<file path="config.mk">
export PLATFORM = sky130hd
export DESIGN_NAME = bnm_cell
export DESIGN_NICKNAME = d
export VERILOG_FILES = /design/src/rtl/bignum_multiplier_macros.svh /design/src/rtl/bnm_pkg.sv /design/src/rtl/bnm_cell.sv
export SDC_FILE = /design/constraint.sdc
export NUM_CORES = 2
export LEC_CHECK = 0
export BUFFER_PORTS_ARGS = -buffer_cell sky130_fd_sc_hd__buf_4
export CAP_MARGIN = 10
export CORE_ASPECT_RATIO = 0.8
export CORE_MARGIN = 8
export CORE_UTILIZATION = 25
export DETAILED_ROUTE_END_ITERATION = 8
export MAX_ROUTING_LAYER = met4
export SETUP_SLACK_MARGIN = 0.3
export SYNTH_ARGS = -nofsm -noshare
export SYNTH_HDL_FRONTEND = slang
export SYNTH_SLANG_ARGS = --single-unit
</file>
<file path="constraint.sdc">
create_clock -name clk -period 12 [get_ports clk]
set_input_delay 1.2 -clock clk [delete_from_list [all_inputs] [get_ports clk]]
set_output_delay 1.2 -clock clk [all_outputs]
set_load 0.1 [all_outputs]
</file>
<file path="src/rtl/bignum_multiplier_macros.svh">
// Assertion macros for the multiplier RTL
`ifndef BIGNUM_MULTIPLIER_MACROS_SVH
`define BIGNUM_MULTIPLIER_MACROS_SVH
// assert that a implies b in the same cycle
`define BNM_ASSERT_IMP(lbl, clk, rst, a, b) \
  lbl: assert property (@(posedge clk) disable iff (rst) (a) |-> (b)) \
    else $error("assertion failed");
// assert that a implies b in the next cycle
`define BNM_ASSERT_NEXT(lbl, clk, rst, a, b) \
  lbl: assert property (@(posedge clk) disable iff (rst) (a) |=> (b)) \
    else $error("assertion failed");
`endif

</file>
<file path="src/rtl/bnm_pkg.sv">
// Types and constants for the big integer multiplier
package bnm_pkg;
  localparam int unsigned WordW = 64;

  // first and last partial-product phase of one row step
  localparam logic [1:0] PH_FIRST = 2'd0;
  localparam logic [1:0] PH_LAST  = 2'd3;

  typedef struct packed {
    logic [WordW-1:0] a_word;
    logic [WordW-1:0] b_word;
  } in_beat_t;

  typedef struct packed {
    logic [WordW-1:0] product_word;
    logic             last_word;
  } out_beat_t;

  typedef enum logic [1:0] {
    ST_LOAD,
    ST_MUL,
    ST_FLUSH,
    ST_EMIT
  } state_t;

  // per-cycle control from the sequencer to the cell row
  typedef struct packed {
    logic       load;   // shift an operand word into the row
    logic       step;   // one multiply-accumulate phase in every cell
    logic       flush;  // add each link to its carry with no multiply
    logic [1:0] phase;  // which 32x32 partial product this step phase uses
  } row_ctrl_t;
endpackage

</file>
<file path="src/rtl/bnm_cell.sv">
// One cell of the multiplier row: holds an A word and an accumulator word
module bnm_cell (
  input  logic                      clk,
  input  bnm_pkg::row_ctrl_t        ctrl,
  input  logic [bnm_pkg::WordW-1:0] a_in,
  output logic [bnm_pkg::WordW-1:0] a_out,
  input  logic [bnm_pkg::WordW-1:0] b_word,
  input  logic [bnm_pkg::WordW-1:0] acc_in,
  output logic [bnm_pkg::WordW-1:0] acc_out,
  output logic [bnm_pkg::WordW-1:0] carry_out,
  input  logic [bnm_pkg::WordW-1:0] carry_in
);
  localparam int unsigned W = bnm_pkg::WordW;
  localparam int unsigned H = W / 2;

  logic [W-1:0]   a_reg;
  logic [W-1:0]   acc;
  logic [W-1:0]   carry;
  logic [H-1:0]   a_half;
  logic [H-1:0]   b_half;
  logic [W-1:0]   part;
  logic [2*W-1:0] link_sum;
  logic [2*W-1:0] addend;
  logic [2*W-1:0] sum;

  // one 32x32 partial product per phase: low*low, low*high, high*low, high*high;
  // a*b + acc + carry never exceeds 2W bits, so no partial sum overflows
  always_comb begin
    a_half   = ctrl.phase[1] ? a_reg[W-1:H] : a_reg[H-1:0];
    b_half   = ctrl.phase[0] ? b_word[W-1:H] : b_word[H-1:0];
    part     = a_half * b_half;
    link_sum = {{W{1'b0}}, acc_in} + {{W{1'b0}}, carry_in};
    if (ctrl.phase == bnm_pkg::PH_FIRST) begin
      addend = {{W{1'b0}}, part};
      sum    = link_sum + addend;
    end else if (ctrl.phase == bnm_pkg::PH_LAST) begin
      addend = {part, {W{1'b0}}};
      sum    = {carry, acc} + addend;
    end else begin
      addend = {{H{1'b0}}, part, {H{1'b0}}};
      sum    = {carry, acc} + addend;
    end
  end

  // load shifts A and clears acc and carry; the first step phase takes the upper neighbor's
  // accumulator (word shift), later phases add into the cell's own pair; flush adds links
  always_ff @(posedge clk) begin
    if (ctrl.load) begin
      a_reg <= a_in;
      acc   <= '0;
      carry <= '0;
    end else if (ctrl.step) begin
      {carry, acc} <= sum;
    end else if (ctrl.flush) begin
      {carry, acc} <= link_sum;
    end
  end

  assign a_out     = a_reg;
  assign acc_out   = acc;
  assign carry_out = carry;
endmodule
</file>
=== Yosys cells after proc, flatten, opt, wreduce, memory -nomap -nowiden ===
Index checks and enable logic that the tools add are counted.

* Add/subtract/negate cells: 4
* $mul: 1
* Divide/modulo/power cells: 0
* $lt $le $gt $ge: 0
* Equality and inequality tests: 1
* Shift operators: 0
* Muxes and demuxes: 8
* Bitwise gates (word level): 0
* Reduce and logical (&&, ||, !) cells: 2

{| class="wikitable"
|+ Operators by type and width
! kind !! count
|-
| 128-bit 2-to-1 mux || 2
|-
| 64-bit 2-to-1 mux || 4
|-
| 128-bit adder || 1
|-
| 128-bit by 96-bit adder with 128-bit output || 1
|-
| 65-bit by 64-bit adder with 66-bit output || 1
|-
| 64-bit by 64-bit adder with 65-bit output || 1
|-
| 32-bit by 32-bit multiplier with 64-bit output || 1
|-
| 32-bit 2-to-1 mux || 2
|-
| 2-bit == test, second input constant || 1
|-
| 2-bit zero test || 1
|-
| 2-bit nonzero test || 1
|}

* Register bits after elaboration: 192
* Latch bits: 0
* Memory bits (writable): 0
* ROM bits: 0
* Input bits: 262
* Output and inout port bits: 192
* Logic and storage cells: 19
* Memories: 0

=== Logic depth before layout (Yosys ltp) ===
* Word-level depth: 6
* Gate-level depth with buffers: 50
* Depth with buffers taken out: 44

=== Least setup slack after synthesis ===
OpenSTA, ideal clock, no wires.

* Path kind: in2reg
* Start point: input ctrl[1] (netlist bit)
* End point: register carry[52], in the netlist carry_out[52]
* Library setup time: 119 ps
* Arrival time: 12378 ps
* Data required time: 11881 ps
* Setup slack: -497 ps
* Cell stages on the path: 48
* Buffers on the path: 6
* Path through: clkbuf_1 clkbuf_1 buf_1 mux2i_1 clkbuf_1 nor2_1 fa_1 inv_1 fa_1 inv_1 fa_1 inv_1 fa_1 inv_1 fa_1 fa_1 fa_1 fa_1 [... 12 more ...] o211ai_1 o21ai_0 xnor2_1 ha_1 a21oi_1 o21ai_0 a21o_1 a21oi_1 o21ai_0 a221o_1 a311oi_1 nor3_4 and4_4 and2_4 buf_6 nand2_2 o21ai_1 a22o_1

* Cells in the longest elaborated chain, start to end: 6
* Elaborated cells on any way between the ends: 9
* Those cells by class: add/sub: 2; mul: 1; eq/ne: 1; mux: 4; reduce/logical: 1

{| class="wikitable"
|+ RTL lines
! item !! line !! source
|-
| start: declaration || bnm_cell.sv:4 || <nowiki>input bnm_pkg::row_ctrl_t ctrl,</nowiki>
|-
| 32-bit 2-to-1 mux || bnm_cell.sv:29 || <nowiki>a_half = ctrl.phase[1] ? a_reg[W-1:H] : a_reg[H-1:0];</nowiki>
|-
| 32-bit by 32-bit multiplier with 64-bit output || bnm_cell.sv:31 || <nowiki>part = a_half * b_half;</nowiki>
|-
| 128-bit by 96-bit adder with 128-bit output / 128-bit adder (equally long branches) || bnm_cell.sv:41, bnm_cell.sv:38 ||
|-
| 128-bit 2-to-1 mux || bnm_cell.sv:36 || <nowiki>end else if (ctrl.phase == bnm_pkg::PH_LAST) begin</nowiki>
|-
| 128-bit 2-to-1 mux * || bnm_cell.sv:33 || <nowiki>if (ctrl.phase == bnm_pkg::PH_FIRST) begin</nowiki>
|-
| 64-bit 2-to-1 mux * || bnm_cell.sv:52 || <nowiki>end else if (ctrl.step) begin</nowiki>
|-
| end signal: assignment || bnm_cell.sv:53 || <nowiki>{carry, acc} <= sum;</nowiki>
|-
| end signal: assignment || bnm_cell.sv:55 || <nowiki>{carry, acc} <= link_sum;</nowiki>
|-
| end: declaration || bnm_cell.sv:18 || <nowiki>logic [W-1:0] carry;</nowiki>
|}

Mark *: on every way between the ends. The rest lies on a longest branch, timed or not.
A chain may end at the register's enable or synchronous reset.

=== Final worst setup path ===
* Start point: input ctrl[1] (netlist bit)
* End point: register carry[57], in the netlist carry_out[57]

Same word-level chain as after synthesis.

==> summary.txt <==
Status
  • Status: complete, no violations

Critical path
  • Critical path class: input port to register
  • R2r startpoint: a_out[51]
  • CP arrival: 12.05 ns
  • Worst path required time: 12.52 ns
  • Depth of the most critical reg-to-reg path: 38
  • Endpoint class of the critical path: register
  • Maximum fanout along the worst path: 8
  • Worst path most repeated cell: sky130_fd_sc_hd__fa_1
  • Register-to-Register Setup Slack: 0.91 ns
  • Critical R2R Capture: carry_out[57]
  • Highest-delay cell along the critical path: sky130_fd_sc_hd__or4_4
  • Worst path max stage delay: 0.62 ns
  • Launching element type of the critical path: input port

Synthesis
  • Most common cell in the netlist: sky130_fd_sc_hd__inv_1
  • Top flip-flop cell by instance count after synthesis: sky130_fd_sc_hd__dfxtp_1
  • Net Count, Synth: 8,433
  • Top cells by instance count after synthesis: sky130_fd_sc_hd__inv_1, sky130_fd_sc_hd__fa_1, sky130_fd_sc_hd__nor2_1
  • Area share of the leading cell type in the synthesized netlist: 32.5%
  • Synth async-reset ratio: 0%
  • Number of enable-type register cells in the synthesized netlist: 64
  • Share of synthesized area occupied by flip-flops and latches: 8.09%
  • Cell area after technology mapping: 0.0555 sq mm
  • Cell count after synthesis: 6,744
  • Netlist cell types: 99
  • Flop and latch count out of synthesis: 192
  • Number of synthesis warnings: 0
  • Per-instance average area after synthesis: 8.22 sq um
  • Area contributors post-synth: sky130_fd_sc_hd__fa_1, sky130_fd_sc_hd__ha_1, sky130_fd_sc_hd__inv_1, sky130_fd_sc_hd__nor2_1, sky130_fd_sc_hd__nand2_1
  • Library cell with the largest summed area after synthesis: sky130_fd_sc_hd__fa_1

Timing
  • Final worst clock skew: 0.0370 ns
  • Hold Vio Cnt, Final: 0
  • Total Negative Setup Slacks: 0 ns
  • Final period demand of the worst path: 11.53 ns
  • Number of slew-limit violations in the final report: 0
  • Tightest slew margin relative to the limit: 19.8%
  • Pin slew with the least headroom to its limit: 1.17 ns
  • Final worst path period share: 96.1%
  • Hold Worst Slack: 0.502 ns
  • Max Clock Freq: 86.7 MHz
  • Unrepaired setup endpoints after global routing: yes
  • Finish-stage setup viols: 0

Placement
  • Count of port buffers added during placement: 453
  • DP HPWL: 224,000 um
  • Post-Place Cell Area: 0.0708 sq mm
  • Final Wtd Congestion: 1.02

Route
  • Total DRC errors in the routed layout: 0
  • Ratio of routed vias to standard cells: 4.98
  • Routed wire length per instance: 23.4 um
  • First-pass DRT Iterations: 6
  • DR vias: 55,005
  • Antenna violation net count after detailed routing: 0
  • DRC violation total after the first TritonRoute iteration: 4,955
  • Final wirelength: 258,000 um

Global route
  • Total congestion overflow: 0
  • First-pass GRT wire length: 375,000 um
  • Met2 layer usage reported by global route: 33.3%
  • Pin count of the biggest net entering global routing: 57
  • Number of global-route vias before repair: 56,327
  • Busiest layer in global routing: met2
  • Initial antenna violation count: 17
  • Met1 Use GR: 28.7%
  • Met3 GRT Util: 4.09%
  • Total routing usage reported by global routing: 21.6%

Cells and area
  • Area growth syn-to-layout: 30.9%
  • Share of final-layout standard cells stronger than drive strength 1: 23.4%
  • Cell area after layout: 0.0726 sq mm
  • Final nets: 9,747

Min path
  • Hold_sp: acc_out[5]
  • Class of the most critical hold timing path: register to register
  • Hold Path End: acc_out[5]
  • Instance count along the most critical hold path: 2

CTS
  • Count of H-tree levels built during CTS: 4
  • Number of CTS-inserted buffers: 25
  • Clock tree from TritonCTS: built
  • Post-CTS Hold Buffers: 0
  • Number of clock sinks seen by CTS: 192
  • Number of buffers between clock root and the deepest sink: 3
  • Reg clk slew, reported paths: 0.09 ns
  • Clock Latency Late Sink: 0.62 ns
  • Root buffer cell: sky130_fd_sc_hd__clkbuf_16

Floorplanning
  • Placeable core area: 0.220 sq mm
  • Initial core utilization: 25.2%
  • Overall die height: 437 um
  • Die footprint: 0.237 sq mm
  • Chip width: 543 um
  • I/O pin count: 454
  • Number of core rows: 154

Flow run
  • Number of maximum-capacitance constraint violations: 0
cells in the final DEF (no fill, tap or decap), drive strengths merged, types with 88 or more instances in the layout:
cell and instances:
buf 1600, inv 925, fa 900, nor2 868, nand2 780, ha 527
a21oi 429, o21ai 279, a21o 204, xnor2 182, dfxtp 128, xor2 118
nand3 88
per-stage QoR:
stage	util [%]	cells	setup slack, ns
global placement	32.1	10960	-0.957
finish	32.9	11035	0.471
CTS	32.5	10995	0.313
detailed placement	32.1	10960	-0.885
global route	32.9	11034	0.212
floorplan	-	6744	0.354
what timing repair did:
item,in CTS,in global routing
buffers inserted,2,32
pin swaps,6,58
setup endpoints to repair,63,71
endpoints found under the hold margin,0,0
gates resized for setup,25,139
gates cloned,0,1
cell type report:
cell class | instances | area, sq um
diodes | 7 | 17.5
well taps | 2964 | 3710
inverters | 925 | 3470
multi-input cells | 5313 | 47200
repair buffers | 1601 | 13000
clock buffers | 27 | 643
clock inverters | 6 | 78.8
flip-flops and latches | 192 | 4480
fillers | 23159 | 148000
worst max-delay path, delay by kind of cell:
kind	cells	cell delay (ns)
compound gates	8	1.52
fa+ha+maj	10	4.56
xor+xnor	2	0.66
buf+inv	11	1.37
simple gates	11	2.35
mux	1	0.33
cells by family after synthesis:
logic type | after synthesis | synth area share [%]
adder cells (fa/ha/maj) | 1427 | 44.4
buffers and inverters | 1239 | 8.46
flip-flops | 192 | 8.09
AO/OA/AOI/OAI | 1373 | 16.0
XOR/XNOR | 300 | 4.74
AND/OR/NAND/NOR | 2086 | 15.9
multiplexers | 127 | 2.43
flip-flops by register name, summed over array words and instances, names as in the netlist:
register   count
a_out         64
acc_out       64
carry_out     64
routing by layer:
layer / vias up / share of wire [%]
met4: 0 / 4.1
li1: 24859 / -
met5: - / 0
met2: 2347 / 45
met3: 419 / 7.9
met1: 27380 / 43
how the worst max path moves through the flow:
stage / start / end / slack [ns]
after floorplan: ctrl[0] / carry_out[52] / 0.35
after global placement: ctrl[1] / carry_out[0] / -0.96
after detailed placement: ctrl[1] / carry_out[0] / -0.89
after CTS: ctrl[1] / carry_out[58] / 0.31
after global routing: ctrl[1] / carry_out[61] / 0.21
final: ctrl[1] / carry_out[57] / 0.47
Power is not shown: default switching activity piles up to over one toggle a cycle in this logic, so the estimate is an artifact.
